**config.mk**
```make
export PLATFORM = sky130hd
export DESIGN_NAME = magnetometer_heading_ring_flat
export DESIGN_NICKNAME = d
export VERILOG_FILES = /design/src/hdl/mhr_pkg.sv /design/src/hdl/mhr_if.sv /design/src/hdl/magnetometer_heading_ring.sv /design/src/hdl/mhr_cordic.sv /design/src/hdl/mhr_ring.sv /design/src/flat_wrapper.sv
export SDC_FILE = /design/constraint.sdc
export NUM_CORES = 1
export LEC_CHECK = 0
export BUFFER_PORTS_ARGS = -buffer_cell sky130_fd_sc_hd__buf_2
export CAP_MARGIN = 20
export CORE_MARGIN = 3
export CORE_UTILIZATION = 59
export DETAILED_ROUTE_END_ITERATION = 16
export HOLD_SLACK_MARGIN = 0.15
export PLACE_DENSITY = 0.9
export REMOVE_ABC_BUFFERS = 1
export SLEW_MARGIN = 20
export SYNTH_ARGS = -nofsm -noshare
export SYNTH_HDL_FRONTEND = slang
export SYNTH_SLANG_ARGS = --single-unit
export TNS_END_PERCENT = 50
```
**constraint.sdc**
```tcl
create_clock -name clk -period 6.59 [get_ports clk]
set_clock_uncertainty 0.05 [all_clocks]
set_input_delay 0.659 -clock clk [delete_from_list [all_inputs] [get_ports clk]]
set_output_delay 0.659 -clock clk [all_outputs]
set_load 0.005 [all_outputs]
```
**src/hdl/mhr_pkg.sv**
```systemverilog
// Package for the magnetometer heading ring block.
// Holds widths, heading constants, the CORDIC arctangent table, the LED ring table and
// the sequencer state type. No dependencies.
package mhr_pkg;

    // Fixed field widths
    localparam int MAG_W  = 16;
    localparam int HEAD_W = 13;
    localparam int LED_W  = 3;

    // Heading resolution and ring size
    localparam int FRAC_BITS    = 4;
    localparam int RING_ENTRIES = 20;
    localparam int RING_IDX_W   = $clog2(RING_ENTRIES);

    // CORDIC datapath sizing: magnitudes scaled by 2^16, angle in 2^-16 degree
    localparam int CORDIC_STEPS = 16;
    localparam int STEP_W       = $clog2(CORDIC_STEPS);
    localparam int SCALE_BITS   = 16;
    localparam int CORDIC_W     = MAG_W + SCALE_BITS + 3;
    localparam int ANG_W        = 25;
    localparam int ROUND_SHIFT  = SCALE_BITS - FRAC_BITS;

    // Heading constants in 2^-FRAC_BITS degree
    localparam logic [HEAD_W-1:0] DEG_90   = HEAD_W'(90 << FRAC_BITS);
    localparam logic [HEAD_W-1:0] DEG_180  = HEAD_W'(180 << FRAC_BITS);
    localparam logic [HEAD_W-1:0] DEG_270  = HEAD_W'(270 << FRAC_BITS);
    localparam logic [HEAD_W-1:0] DEG_360  = HEAD_W'(360 << FRAC_BITS);

    // Hard-iron offsets after reset
    localparam logic signed [MAG_W-1:0] OFFSET_X_RST = MAG_W'(785);
    localparam logic signed [MAG_W-1:0] OFFSET_Y_RST = MAG_W'(307);

    // Item opcodes
    localparam logic OP_SAMPLE = 1'b0;
    localparam logic OP_ENTER  = 1'b1;

    // Sequencer states
    typedef enum logic [1:0] {
        ST_IDLE,
        ST_ROT,
        ST_DONE
    } mhr_state_t;

    // Status of the shared CORDIC unit
    typedef struct packed {
        logic busy;
        logic done;
    } mhr_cordic_stat_t;

    // One LED ring entry: position and upper heading bound in whole degrees
    typedef struct packed {
        logic [LED_W-1:0] row;
        logic [LED_W-1:0] col;
        logic [8:0]       deg;
    } mhr_ring_pos_t;

    localparam mhr_ring_pos_t RING_TAB [RING_ENTRIES] = '{
        '{3'd4, 3'd0, 9'd18},  '{3'd5, 3'd0, 9'd30},  '{3'd6, 3'd1, 9'd54},
        '{3'd7, 3'd2, 9'd72},  '{3'd7, 3'd3, 9'd90},  '{3'd7, 3'd4, 9'd108},
        '{3'd7, 3'd5, 9'd120}, '{3'd6, 3'd6, 9'd144}, '{3'd5, 3'd7, 9'd162},
        '{3'd4, 3'd7, 9'd180}, '{3'd3, 3'd7, 9'd198}, '{3'd2, 3'd7, 9'd216},
        '{3'd1, 3'd6, 9'd240}, '{3'd0, 3'd5, 9'd252}, '{3'd0, 3'd4, 9'd270},
        '{3'd0, 3'd3, 9'd288}, '{3'd0, 3'd2, 9'd306}, '{3'd1, 3'd1, 9'd324},
        '{3'd2, 3'd0, 9'd342}, '{3'd3, 3'd0, 9'd360}
    };

    // Rounded atan(2^-i) in 2^-16 degree
    function automatic logic [ANG_W-1:0] atan_step(input logic [STEP_W-1:0] i);
        logic [ANG_W-1:0] v;
        case (i)
            4'd0:    v = ANG_W'(2949120);
            4'd1:    v = ANG_W'(1740967);
            4'd2:    v = ANG_W'(919879);
            4'd3:    v = ANG_W'(466945);
            4'd4:    v = ANG_W'(234379);
            4'd5:    v = ANG_W'(117304);
            4'd6:    v = ANG_W'(58666);
            4'd7:    v = ANG_W'(29335);
            4'd8:    v = ANG_W'(14668);
            4'd9:    v = ANG_W'(7334);
            4'd10:   v = ANG_W'(3667);
            4'd11:   v = ANG_W'(1833);
            4'd12:   v = ANG_W'(917);
            4'd13:   v = ANG_W'(458);
            4'd14:   v = ANG_W'(229);
            4'd15:   v = ANG_W'(115);
            default: v = '0;
        endcase
        return v;
    endfunction

endpackage

```
**src/hdl/mhr_if.sv**
```systemverilog
// Valid/ready channel interfaces for the magnetometer heading ring block.
// Depends on mhr_pkg for the field widths.
interface mhr_sample_if;
    import mhr_pkg::*;

    logic                    valid;
    logic                    ready;
    logic                    opcode;
    logic signed [MAG_W-1:0] mag_x;
    logic signed [MAG_W-1:0] mag_y;

    modport source (output valid, opcode, mag_x, mag_y, input ready);
    modport sink   (input valid, opcode, mag_x, mag_y, output ready);
endinterface

interface mhr_result_if;
    import mhr_pkg::*;

    logic              valid;
    logic              ready;
    logic              calibrating;
    logic              heading_valid;
    logic [HEAD_W-1:0] heading;
    logic [LED_W-1:0]  led_row;
    logic [LED_W-1:0]  led_col;

    modport source (output valid, calibrating, heading_valid, heading, led_row, led_col,
                    input ready);
    modport sink   (input valid, calibrating, heading_valid, heading, led_row, led_col,
                    output ready);
endinterface

```
**src/hdl/magnetometer_heading_ring.sv**
```systemverilog
// Magnetometer compass heading with hard-iron calibration and LED ring position.
// Depends on mhr_pkg, mhr_if (channels), mhr_cordic and mhr_ring.
//
// Usage:
//   sample: one transfer per item. opcode OP_SAMPLE carries a raw X/Y reading,
//   OP_ENTER toggles between run and calibration mode (X/Y ignored).
//   result: exactly one transfer per item: mode, heading_valid, heading in
//   1/16 degree (0..5760) and the LED ring row/column.
// Sequencing:
//   A run-mode sample passes from ST_IDLE through ST_ROT, where the 16 CORDIC steps
//   run on the shared shift/add unit, and ST_DONE, where its result is loaded into
//   the output register once that register is free. Enter-key items and calibration
//   samples go from ST_IDLE straight to ST_DONE. A new item is accepted only after
//   the sequencer is through with the last one and back in ST_IDLE.
//   sample.ready is high only while the sequencer is idle.
// Reset: run mode, offsets 785/307, min/max cleared, last heading and ring position 0,
//   no result pending.
// Stall: a result waits in the output register while result.ready is low; the next
//   item is still accepted and processed, and its result waits until the register frees.
module magnetometer_heading_ring (
    input logic   clk,
    input logic   rst_n,
    mhr_sample_if.sink   sample,
    mhr_result_if.source result
);
    import mhr_pkg::*;

    mhr_state_t state_reg, state_next;

    logic                    mode_reg, mode_next;
    logic signed [MAG_W-1:0] offset_x_reg, offset_x_next;
    logic signed [MAG_W-1:0] offset_y_reg, offset_y_next;
    logic signed [MAG_W-1:0] min_x_reg, min_x_next;
    logic signed [MAG_W-1:0] max_x_reg, max_x_next;
    logic signed [MAG_W-1:0] min_y_reg, min_y_next;
    logic signed [MAG_W-1:0] max_y_reg, max_y_next;
    logic [LED_W-1:0]        last_row_reg, last_row_next;
    logic [LED_W-1:0]        last_col_reg, last_col_next;
    logic [HEAD_W-1:0]       last_heading_reg, last_heading_next;
    logic                    hv_reg, hv_next;
    logic signed [MAG_W-1:0] dx_reg, dx_next;
    logic signed [MAG_W-1:0] dy_reg, dy_next;

    logic                    out_valid_reg, out_valid_next;
    logic                    out_cal_reg, out_hv_reg;
    logic [HEAD_W-1:0]       out_heading_reg;
    logic [LED_W-1:0]        out_row_reg, out_col_reg;

    logic                    accept;
    logic                    out_free;
    logic                    load_out;
    logic                    cordic_start;
    logic signed [MAG_W-1:0] dx_in, dy_in;
    logic [MAG_W-1:0]        a_in, b_in;
    logic signed [MAG_W:0]   sum_x, sum_y, half_x, half_y;
    mhr_cordic_stat_t        cordic_stat;
    logic [HEAD_W-1:0]       base;
    logic [HEAD_W-1:0]       heading_new;
    logic [LED_W-1:0]        ring_row, ring_col;

    assign sample.ready = (state_reg == ST_IDLE);
    assign accept       = sample.valid && sample.ready;
    assign out_free     = !out_valid_reg || result.ready;
    assign load_out     = (state_reg == ST_DONE) && out_free;
    assign cordic_start = accept && (sample.opcode == OP_SAMPLE) && !mode_reg;

    // Remove hard-iron offset with 16-bit wrap, take magnitudes
    always_comb
    begin
        dx_in = sample.mag_x - offset_x_reg;
        dy_in = sample.mag_y - offset_y_reg;
        a_in  = dx_in[MAG_W-1] ? MAG_W'(-dx_in) : MAG_W'(dx_in);
        b_in  = dy_in[MAG_W-1] ? MAG_W'(-dy_in) : MAG_W'(dy_in);
    end

    // Offset = (max + min) / 2, truncated toward zero
    always_comb
    begin
        sum_x  = (MAG_W+1)'(max_x_reg) + (MAG_W+1)'(min_x_reg);
        sum_y  = (MAG_W+1)'(max_y_reg) + (MAG_W+1)'(min_y_reg);
        half_x = (sum_x >>> 1) + signed'((MAG_W+1)'(sum_x[MAG_W] & sum_x[0]));
        half_y = (sum_y >>> 1) + signed'((MAG_W+1)'(sum_y[MAG_W] & sum_y[0]));
    end

    mhr_cordic u_cordic (
        .clk   (clk),
        .rst_n (rst_n),
        .start (cordic_start),
        .a     (a_in),
        .b     (b_in),
        .stat  (cordic_stat),
        .base  (base)
    );

    // Place the first-quadrant angle in its quadrant
    always_comb
    begin
        if (dx_reg > 0)
        begin
            if (dy_reg > 0)
                heading_new = base;
            else if (dy_reg < 0)
                heading_new = DEG_360 - base;
            else
                heading_new = '0;
        end
        else if (dx_reg == 0)
        begin
            if (dy_reg > 0)
                heading_new = DEG_90;
            else if (dy_reg < 0)
                heading_new = DEG_270;
            else
                heading_new = '0;
        end
        else
        begin
            if (dy_reg > 0)
                heading_new = DEG_180 - base;
            else if (dy_reg < 0)
                heading_new = DEG_180 + base;
            else
                heading_new = DEG_180;
        end
    end

    mhr_ring u_ring (
        .heading (heading_new),
        .led_row (ring_row),
        .led_col (ring_col)
    );

    // Sequencer: next state and state updates
    always_comb
    begin
        state_next        = state_reg;
        mode_next         = mode_reg;
        offset_x_next     = offset_x_reg;
        offset_y_next     = offset_y_reg;
        min_x_next        = min_x_reg;
        max_x_next        = max_x_reg;
        min_y_next        = min_y_reg;
        max_y_next        = max_y_reg;
        last_row_next     = last_row_reg;
        last_col_next     = last_col_reg;
        last_heading_next = last_heading_reg;
        hv_next           = hv_reg;
        dx_next           = dx_reg;
        dy_next           = dy_reg;
        out_valid_next    = out_valid_reg && !result.ready;

        case (state_reg)
            ST_IDLE:
            begin
                if (accept)
                begin
                    hv_next    = 1'b0;
                    state_next = ST_DONE;
                    if (sample.opcode == OP_ENTER)
                    begin
                        if (!mode_reg)
                        begin
                            // enter calibration, restart tracking from zero
                            mode_next  = 1'b1;
                            min_x_next = '0;
                            max_x_next = '0;
                            min_y_next = '0;
                            max_y_next = '0;
                        end
                        else
                        begin
                            // leave calibration, load new offsets
                            mode_next     = 1'b0;
                            offset_x_next = half_x[MAG_W-1:0];
                            offset_y_next = half_y[MAG_W-1:0];
                        end
                    end
                    else if (mode_reg)
                    begin
                        // track raw extremes
                        if (sample.mag_x > max_x_reg)
                            max_x_next = sample.mag_x;
                        if (sample.mag_x < min_x_reg)
                            min_x_next = sample.mag_x;
                        if (sample.mag_y > max_y_reg)
                            max_y_next = sample.mag_y;
                        if (sample.mag_y < min_y_reg)
                            min_y_next = sample.mag_y;
                    end
                    else
                    begin
                        dx_next    = dx_in;
                        dy_next    = dy_in;
                        state_next = ST_ROT;
                    end
                end
            end

            ST_ROT:
            begin
                if (cordic_stat.done)
                begin
                    last_heading_next = heading_new;
                    last_row_next     = ring_row;
                    last_col_next     = ring_col;
                    hv_next           = 1'b1;
                    state_next        = ST_DONE;
                end
            end

            ST_DONE:
            begin
                if (out_free)
                begin
                    out_valid_next = 1'b1;
                    state_next     = ST_IDLE;
                end
            end

            default:
            begin
                state_next = ST_IDLE;
            end
        endcase
    end

    // Control and block state
    always_ff @(posedge clk or negedge rst_n)
    begin
        if (!rst_n)
        begin
            state_reg        <= ST_IDLE;
            mode_reg         <= 1'b0;
            offset_x_reg     <= OFFSET_X_RST;
            offset_y_reg     <= OFFSET_Y_RST;
            min_x_reg        <= '0;
            max_x_reg        <= '0;
            min_y_reg        <= '0;
            max_y_reg        <= '0;
            last_row_reg     <= '0;
            last_col_reg     <= '0;
            last_heading_reg <= '0;
            hv_reg           <= 1'b0;
            out_valid_reg    <= 1'b0;
        end
        else
        begin
            state_reg        <= state_next;
            mode_reg         <= mode_next;
            offset_x_reg     <= offset_x_next;
            offset_y_reg     <= offset_y_next;
            min_x_reg        <= min_x_next;
            max_x_reg        <= max_x_next;
            min_y_reg        <= min_y_next;
            max_y_reg        <= max_y_next;
            last_row_reg     <= last_row_next;
            last_col_reg     <= last_col_next;
            last_heading_reg <= last_heading_next;
            hv_reg           <= hv_next;
            out_valid_reg    <= out_valid_next;
        end
    end

    // Hold sample deltas and the output payload
    always_ff @(posedge clk)
    begin
        dx_reg <= dx_next;
        dy_reg <= dy_next;
        if (load_out)
        begin
            out_cal_reg     <= mode_reg;
            out_hv_reg      <= hv_reg;
            out_heading_reg <= last_heading_reg;
            out_row_reg     <= last_row_reg;
            out_col_reg     <= last_col_reg;
        end
    end

    assign result.valid         = out_valid_reg;
    assign result.calibrating   = out_cal_reg;
    assign result.heading_valid = out_hv_reg;
    assign result.heading       = out_heading_reg;
    assign result.led_row       = out_row_reg;
    assign result.led_col       = out_col_reg;

    // The shared CORDIC unit runs only while the sequencer waits on it
    a_cordic_in_rot: assert property (@(posedge clk) disable iff (!rst_n)
        cordic_stat.busy |-> state_reg == ST_ROT)
        else $error("CORDIC busy outside rotation state");

    // A new heading never comes with calibration mode
    a_hv_run_mode: assert property (@(posedge clk) disable iff (!rst_n)
        (result.valid && result.heading_valid) |-> !result.calibrating)
        else $error("heading_valid reported in calibration mode");

    // Heading stays within 0..360 degrees
    a_heading_range: assert property (@(posedge clk) disable iff (!rst_n)
        result.valid |-> result.heading <= DEG_360)
        else $error("heading beyond 360 degrees");

    // Leaving the rotation state always follows the CORDIC done pulse
    a_rot_exit: assert property (@(posedge clk) disable iff (!rst_n)
        (state_reg == ST_ROT && !cordic_stat.done) |=> state_reg == ST_ROT)
        else $error("rotation state left before CORDIC finished");

endmodule

```
**src/hdl/mhr_cordic.sv**
```systemverilog
// Iterative vectoring CORDIC: first-quadrant arctangent of b/a, one step per cycle.
// Depends on mhr_pkg for sizing, the atan table and the status struct.
module mhr_cordic (
    input  logic                      clk,
    input  logic                      rst_n,
    input  logic                      start,
    input  logic [mhr_pkg::MAG_W-1:0] a,
    input  logic [mhr_pkg::MAG_W-1:0] b,
    output mhr_pkg::mhr_cordic_stat_t stat,
    output logic [mhr_pkg::HEAD_W-1:0] base
);
    import mhr_pkg::*;

    logic signed [CORDIC_W-1:0] x_reg, x_next;
    logic signed [CORDIC_W-1:0] y_reg, y_next;
    logic signed [ANG_W-1:0]    z_reg, z_next;
    logic [STEP_W-1:0]          cnt_reg, cnt_next;
    logic                       busy_reg, busy_next;
    logic                       done_reg, done_next;

    logic signed [CORDIC_W-1:0] xs, ys;
    logic signed [ANG_W-1:0]    ang, zc, rnd;

    // Shared shift/add step
    always_comb
    begin
        xs        = x_reg >>> cnt_reg;
        ys        = y_reg >>> cnt_reg;
        ang       = signed'(atan_step(cnt_reg));
        x_next    = x_reg;
        y_next    = y_reg;
        z_next    = z_reg;
        cnt_next  = cnt_reg;
        busy_next = busy_reg;
        done_next = 1'b0;
        if (start)
        begin
            x_next    = signed'({3'b000, a, SCALE_BITS'(0)});
            y_next    = signed'({3'b000, b, SCALE_BITS'(0)});
            z_next    = '0;
            cnt_next  = '0;
            busy_next = 1'b1;
        end
        else if (busy_reg)
        begin
            // rotate toward the x axis and accumulate the angle
            if (!y_reg[CORDIC_W-1])
            begin
                x_next = x_reg + ys;
                y_next = y_reg - xs;
                z_next = z_reg + ang;
            end
            else
            begin
                x_next = x_reg - ys;
                y_next = y_reg + xs;
                z_next = z_reg - ang;
            end
            cnt_next = cnt_reg + 1'b1;
            if (cnt_reg == STEP_W'(CORDIC_STEPS - 1))
            begin
                busy_next = 1'b0;
                done_next = 1'b1;
            end
        end
    end

    always_ff @(posedge clk or negedge rst_n)
    begin
        if (!rst_n)
        begin
            busy_reg <= 1'b0;
            done_reg <= 1'b0;
            cnt_reg  <= '0;
        end
        else
        begin
            busy_reg <= busy_next;
            done_reg <= done_next;
            cnt_reg  <= cnt_next;
        end
    end

    always_ff @(posedge clk)
    begin
        x_reg <= x_next;
        y_reg <= y_next;
        z_reg <= z_next;
    end

    // Clamp at zero, round half up to heading units, clamp at 90 degrees
    always_comb
    begin
        zc  = z_reg[ANG_W-1] ? '0 : z_reg;
        rnd = (zc + ANG_W'(1 << (ROUND_SHIFT - 1))) >>> ROUND_SHIFT;
        if (rnd > signed'(ANG_W'(DEG_90)))
            base = DEG_90;
        else
            base = rnd[HEAD_W-1:0];
    end

    assign stat.busy = busy_reg;
    assign stat.done = done_reg;

endmodule

```
**src/hdl/mhr_ring.sv**
```systemverilog
// LED ring lookup: picks the first ring entry whose bound is not below the heading.
// Depends on mhr_pkg for the ring table.
module mhr_ring (
    input  logic [mhr_pkg::HEAD_W-1:0] heading,
    output logic [mhr_pkg::LED_W-1:0]  led_row,
    output logic [mhr_pkg::LED_W-1:0]  led_col
);
    import mhr_pkg::*;

    logic [RING_IDX_W-1:0] pick;

    // Priority search, lowest index wins; fall back to the last entry
    always_comb
    begin
        pick = RING_IDX_W'(RING_ENTRIES - 1);
        for (int i = RING_ENTRIES - 1; i >= 0; i--)
        begin
            if (heading <= (HEAD_W'(RING_TAB[i].deg) << FRAC_BITS))
                pick = RING_IDX_W'(i);
        end
        led_row = RING_TAB[pick].row;
        led_col = RING_TAB[pick].col;
    end

endmodule

```
**src/flat_wrapper.sv**
```systemverilog
// flat-port wrapper written by rule: the top's interface ports become plain ports
module magnetometer_heading_ring_flat import mhr_pkg::*;
  (clk, rst_n, sample_valid, sample_opcode, sample_mag_x, sample_mag_y, sample_ready, result_valid, result_calibrating, result_heading_valid, result_heading, result_led_row, result_led_col, result_ready);
  mhr_sample_if sample_i ();
  mhr_result_if result_i ();
  input logic clk;
  input logic rst_n;
  input wire logic [$bits(sample_i.valid)-1:0] sample_valid;
  input wire logic [$bits(sample_i.opcode)-1:0] sample_opcode;
  input wire logic [$bits(sample_i.mag_x)-1:0] sample_mag_x;
  input wire logic [$bits(sample_i.mag_y)-1:0] sample_mag_y;
  output wire logic [$bits(sample_i.ready)-1:0] sample_ready;
  output wire logic [$bits(result_i.valid)-1:0] result_valid;
  output wire logic [$bits(result_i.calibrating)-1:0] result_calibrating;
  output wire logic [$bits(result_i.heading_valid)-1:0] result_heading_valid;
  output wire logic [$bits(result_i.heading)-1:0] result_heading;
  output wire logic [$bits(result_i.led_row)-1:0] result_led_row;
  output wire logic [$bits(result_i.led_col)-1:0] result_led_col;
  input wire logic [$bits(result_i.ready)-1:0] result_ready;
  assign sample_i.valid = sample_valid;
  assign sample_i.opcode = sample_opcode;
  assign sample_i.mag_x = sample_mag_x;
  assign sample_i.mag_y = sample_mag_y;
  assign sample_ready = sample_i.ready;
  assign result_valid = result_i.valid;
  assign result_calibrating = result_i.calibrating;
  assign result_heading_valid = result_i.heading_valid;
  assign result_heading = result_i.heading;
  assign result_led_row = result_i.led_row;
  assign result_led_col = result_i.led_col;
  assign result_i.ready = result_ready;
  magnetometer_heading_ring u_core (.clk(clk), .rst_n(rst_n), .sample(sample_i), .result(result_i));
endmodule
```
==> results of run 1 <==
==> kinds of logic (layout without fill, tap and decap cells) <==
| family | Yosys count | after routing | share of synthesized area, % |
|---|---|---|---|
| simple gates | 1038 | 1038 | 18.78 |
| mux | 212 | 212 | 11.10 |
| flops | 274 | 274 | 26.11 |
| fa+ha+maj | 247 | 247 | 11.76 |
| xor+xnor | 270 | 270 | 8.850 |
| buf+inv | 323 | 398 | 4.724 |
| compound gates | 779 | 779 | 18.67 |
==> placed cells by master (no fill, tap or decap), types with 66 or more instances in the layout <==
master / count
nand2_1: 342
nor2_1: 244
xnor2_1: 167
xor2_1: 103
mux2i_1: 84
a21oi_1: 188
ha_1: 240
a21o_1: 72
inv_1: 193
o21ai_0: 203
dfrtp_1: 112
nand3_1: 72
nor2b_1: 66
buf_4: 71
edfxtp_1: 85
==> critical path: cells and delay by family (launching register included) <==
kind | cells | cell delay (ns)
adder cells (fa/ha/maj) | 3 | 0.65
AO/OA/AOI/OAI | 11 | 1.85
multiplexers | 2 | 0.51
AND/OR/NAND/NOR | 12 | 2.70
buffers and inverters | 1 | 0.07
flip-flops | 1 | 0.38
==> final cells by class <==
class | count | area (um2)
clock inverter | 17 | 185.2
fill | 3433 | 15390
tap | 592 | 740.7
sequential | 274 | 6994
multi-input combinational | 2546 | 18560
clock buffer | 45 | 923.4
timing repair buffer | 140 | 970.9
inverter | 196 | 738.2
==> repair_timing <==
action,4_1_cts,5_1_grt
setup endpoints to repair,1,15
endpoints found under the hold margin,49,0
gates resized for setup,1,35
setup buffers,4,6
hold buffers,1,0
pin swaps,0,2
==> path summary, 6_finish.rpt <==
kind,from,end,slack (ns),depth (start not counted)
worst max register to register,u_core.u_cordic.z_reg[24],u_core.last_row_reg[0],0.28,29
worst min-delay path,u_core.hv_reg,u_core.result.heading_valid,0.40,0
worst min register to register,u_core.hv_reg,u_core.result.heading_valid,0.40,0
worst max-delay path,u_core.u_cordic.z_reg[24],u_core.last_row_reg[0],0.28,29
min in group asynchronous,rst_n,u_core.last_heading_reg[2],0.60,2
max in group asynchronous,rst_n,u_core.min_y_reg[0],4.48,3
==> through the flow <==
step / area, um2 / setup TNS (ns) / instances
after floorplan: 26200 / -38.01 / 3016
after global placement: 27780 / 0 / 3736
after detailed placement: 27780 / 0 / 3736
after CTS: 28950 / 0 / 3803
after global routing: 29120 / -0.08835 / 3810
final: 29120 / 0 / 3810
==> metal layers <==
metal  vias to the layer above  track usage [%]  wire, um
met4                         0            11.88      2909
met5                         -           0.1042         0
met3                       248            5.012      5788
met2                      1218            48.36     33360
met1                     11520            36.56     27950
li1                      11460                -         -
==> impl_results.md, run 1 <==
- Yosys top cell area share: between 10 and 15%
- CP arrival: about 6.7 ns
- DR pass1 iterations: 6
- Final Setup Violations: 0
- Maximum clock frequency: between 0.15 and 0.2 GHz
- Setup CP Type: register to register
- Top-count cell post-synth: nand2_1
- Initial DRC Count: about 2700
- Register area share after synthesis: 26.11%
- Post-synthesis async set-or-reset flop share: between 40% and 50%
- Max-slew headroom: between 20 and 30%
- IO Port Bufs: 59
- Max-slew violations: 0
- Post-DR wirelength/cell: about 18 um
- Clock Sink Count: ~270
- Synth Instances: between 3000 and 4000
- Setup WS pre-CTS: around 0.028 ns
- Final Core Density: between 60% and 70%
- DP HPWL: approximately 50 mm
- Clock Tree Root: clkbuf_16
- Worst Tran Pin Value: between 1 and 1.5 ns
- Yosys top cell by area: ha_1
- CTS H-Tree Depth: 2
- Layout cells sized above 1: between 10% and 20%
- Period utilization: a little over nine tenths
- Initial Util: about three fifths
- Final worst slack: ~0.28 ns
- Initial antenna violation count: 0
- Final hold slack: approximately 0.4 ns
- Synth warnings: 0
- Worst stage delay on the critical path: approximately 0.52 ns
- Die area: 47880 um2
- Slowest CP cell: or4_4
- Crit-path max FO: 11
- # IOs: 60
- Mapped Area: roughly 27000 um2
- Grt ovf: 0
- Post-layout net count: 3476
- Row Count: slightly below 80
- Drt via density: approximately 6.4
- TritonCTS buffer count: 34
- Largest net degree at the start of global routing: 78
- Synth Register Bits: between 200 and 300
- CTS tree: yes
- # DRC: 0
- Period minus WS final: between 6 and 7 ns
- Clock Latency Late Sink: roughly 0.56 ns
- Max-cap viol count: 0
- Status: complete, no violations
- First-pass GRT wire length: ~110 mm
- Gpl congestion: ~0.96
- Via count: approximately 24000
- Hold Crit Class: register to register
- Crit. End Element: register
- Die width: 218.8 um
- Die Ht: about 220 um
- Vias in the first global route: around 24000
- Total wire length: 70.01 mm
- Clk buf depth: 3
- Mean Syn Cell Area: between 8 and 9 um2
- Core area: 44510 um2
- Clock Pin Slew Worst Setup and Hold Paths: 0.06 ns
- Startpoint Class: register
- P&R area growth vs syn: 8.962%
- Antenna Cells: 0
- Post-synth EDFFs: 85
- RSZ-0062 raised after global routing: yes
- Synth unique cells: ~110
- Fin. Hold Viols: 0
- Largest cells by area after synthesis: ha_1, dfrtp_1, edfxtp_1, xnor2_1, mux4_2
- ANT nets after route: 0
- Top_reg_cell synth: dfrtp_1
- Gr usage total: roughly 29%
- Synth cell count leaders: nand2_1, nor2_1, ha_1
- CP required: ~7.0 ns
Power of run 1 is left out: the tool's default activity adds up to more than one toggle a clock period on the data nets, which glitch-free logic cannot reach.
==> run 2, diff against run 1 <==
Settings changed: CORE_UTILIZATION 59 to 56, PLACE_DENSITY 0.9 to 0.83, TNS_END_PERCENT 50 to default.
Clock period 6.59 ns to 7.4 ns, I/O delays scaled along.
==> run 2 against run 1 <==
Register-to-register slack improved by 0.24 ns. Global-route usage fell by 2.6 points. First-iteration DRC count decreased by 15%. Critical path depth fell by 5.
==> impl_results.md, run 2 (same netlist as run 1, synthesis figures left out) <==
- CP required: 7.80 ns (+0.79 ns)
- CTS tree: yes
- Initial antenna violation count: 0 (unchanged)
- Drt via density: 6.188 (-3.6%)
- Vias in the first global route: 22680 (-3.9%)
- Worst Tran Pin Value: 1.171 ns (+0.1115 ns)
- Grt ovf: 0 (unchanged)
- TritonCTS buffer count: 35 (+2.9%)
- DP HPWL: 48.34 mm (-3.7%)
- Period utilization: 92.94% (-2.8 points)
- Antenna Cells: 0 (unchanged)
- Post-DR wirelength/cell: 17.38 um (-5.4%)
- Gpl congestion: 0.9536 (-0.45%)
- Clk buf depth: 3 (unchanged)
- Max-slew headroom: 21.18% (-8.2 points)
- Core area: 46850 um2 (+5.3%)
- RSZ-0062 raised after global routing: no
- Row Count: 79 (+2.6%)
- Max-cap viol count: 0 (unchanged)
- Final worst slack: 0.5227 ns (+0.2394 ns)
- Die area: 50380 um2 (+5.2%)
- DR pass1 iterations: 9 (+3)
- Crit. End Element: register
- CP arrival: 7.28 ns (+0.56 ns)
- Initial DRC Count: 2262 (-15%)
- FILL cells: 4036 (+18%)
- Gr usage total: 26.09% (-2.6 points)
- Largest net degree at the start of global routing: 70 (-10%)
- Fin. Hold Viols: 0 (unchanged)
- Die Ht: 224.4 um (+2.6%)
- Period minus WS final: 6.877 ns (+0.5706 ns)
- Finished Cell Area: 28800 um2 (-1.1%)
- Hold Crit Class: register to register
- Layout cells sized above 1: 11.04% (-1.4 points)
- Placed cell areas: 27580 um2 (-0.74%)
- Setup TNS: 0 ns (unchanged)
- Status: complete, no violations
- Multi-input logic area: 18510 um2 (-0.30%)
- Startpoint Class: register
- IO Port Bufs: 59 (unchanged)
- P&R area growth vs syn: 7.782%
- Post-layout net count: 3437 (-1.1%)
- Setup slack, reg-to-reg: 0.52 ns (+0.24 ns)
- ANT nets after route: 0 (unchanged)
- First-pass GRT wire length: 110.5 mm (-3.9%)
- Total wire length: 65.82 mm (-6.0%)
- Clock Sink Count: 274 (unchanged)
- Crit-path max FO: 39 (+28)
- Max-slew violations: 0 (unchanged)
- Initial Util: 57.03% (-3.0 points)
- Setup WS pre-CTS: 0.3769 ns (+0.3488 ns)
- Final Setup Violations: 0 (unchanged)
- Die width: 224.4 um (+2.6%)
- Setup CP Type: register to register
- Commonest cells after routing, fill and taps aside: nand2_1, nor2_1, ha_1
- Via count: 23430 (-4.2%)
- Clock Latency Late Sink: 0.57 ns (about the same)
- Register Area: 6993 um2 (about the same)
- # DRC: 0 (unchanged)
- Commonest non-fill, non-tap cell in the layout: nand2_1
- Maximum clock frequency: 0.1454 GHz (-8.3%)
- Clock Tree Root: clkbuf_16
- CTS H-Tree Depth: 2 (unchanged)
- Clock Pin Slew Worst Setup and Hold Paths: 0.06 ns (about the same)
- # IOs: 60 (unchanged)
## run 2: changes by cell type in the layout (fill, tap and decap cells not counted), moves of 5 or more
cell	change
o21ai_0	+8
a21oi_2	-5
a21oi_1	+5
o21ai_1	-8
buf_4	-32
buf_6	-5
## run 2: final timing paths
check,depth (start not counted),startpoint,to
setup / recovery,24,u_core.u_cordic.cnt_reg[1],u_core.u_cordic.x_reg[34]
hold / removal,0,u_core.hv_reg,u_core.result.heading_valid
setup reg to reg,24,u_core.u_cordic.cnt_reg[1],u_core.u_cordic.x_reg[34]
hold reg to reg,0,u_core.hv_reg,u_core.result.heading_valid
max in group asynchronous,3,rst_n,u_core.max_y_reg[2]
min in group asynchronous,2,rst_n,u_core.u_cordic.cnt_reg[0]
## run 2: layout make-up
| class | instances | share of cell area, % |
|---|---|---|
| Clock buffer | 46 | 3.397 |
| Timing Repair Buffer | 100 | 2.168 |
| Multi-Input combinational cell | 2546 | 64.26 |
| Tap cell | 607 | 2.637 |
| Inverter | 196 | 2.554 |
| Clock inverter | 17 | 0.7038 |
| Sequential cell | 274 | 24.28 |
## run 2: through the flow
step / std cells / hold WS, ns / util (%)
2_1_floorplan: 3016 / 0.3748 / -
6_report: 3786 / 0.3960 / 61.47
3_3_place_gp: 3721 / 0.3796 / 58.86
3_5_place_dp: 3721 / 0.3826 / 58.86
4_1_cts: 3785 / 0.3960 / 61.40
5_1_grt: 3786 / 0.3962 / 61.47
## run 2: worst max-delay path, stage by stage (launching register included)
cell	delay (ns)
dfrtp_4	0.74
buf_4	0.34
buf_4	0.39
mux4_2	0.56
nand2_1	0.08
nand2_1	0.11
mux2i_1	0.32
nand4_1	0.16
nor2_1	0.17
nor2_1	0.07
xor2_1	0.18
ha_1	0.27
or4_1	0.51
a211oi_1	0.36
o21ai_0	0.20
a31o_2	0.26
o211a_1	0.25
o41a_1	0.38
o21ai_0	0.23
a21boi_0	0.17
o21a_1	0.20
o21ai_0	0.21
nand4_1	0.14
and4_1	0.28
o21a_1	0.16
## run 2: repair_timing
| action | in CTS | in global routing |
|---|---|---|
| hold buffers | 1 | 0 |
| gates resized for setup | 0 | 2 |
| hold endpoints to repair | 39 | 0 |
| endpoints found under the setup margin | 0 | 7 |
| setup buffers | 0 | 1 |
## run 2: metal layers
metal	up-vias	global-route usage (%)	share of wire, %	wire length (um)
met5	-	0	0	0
met3	160	3.928	6.6	4361
met4	0	9.965	3.7	2403
met1	11020	33.80	43	28170
li1	11400	-	-	-
met2	852	44.29	47	30890
Power of run 2 is left out for the same reason.
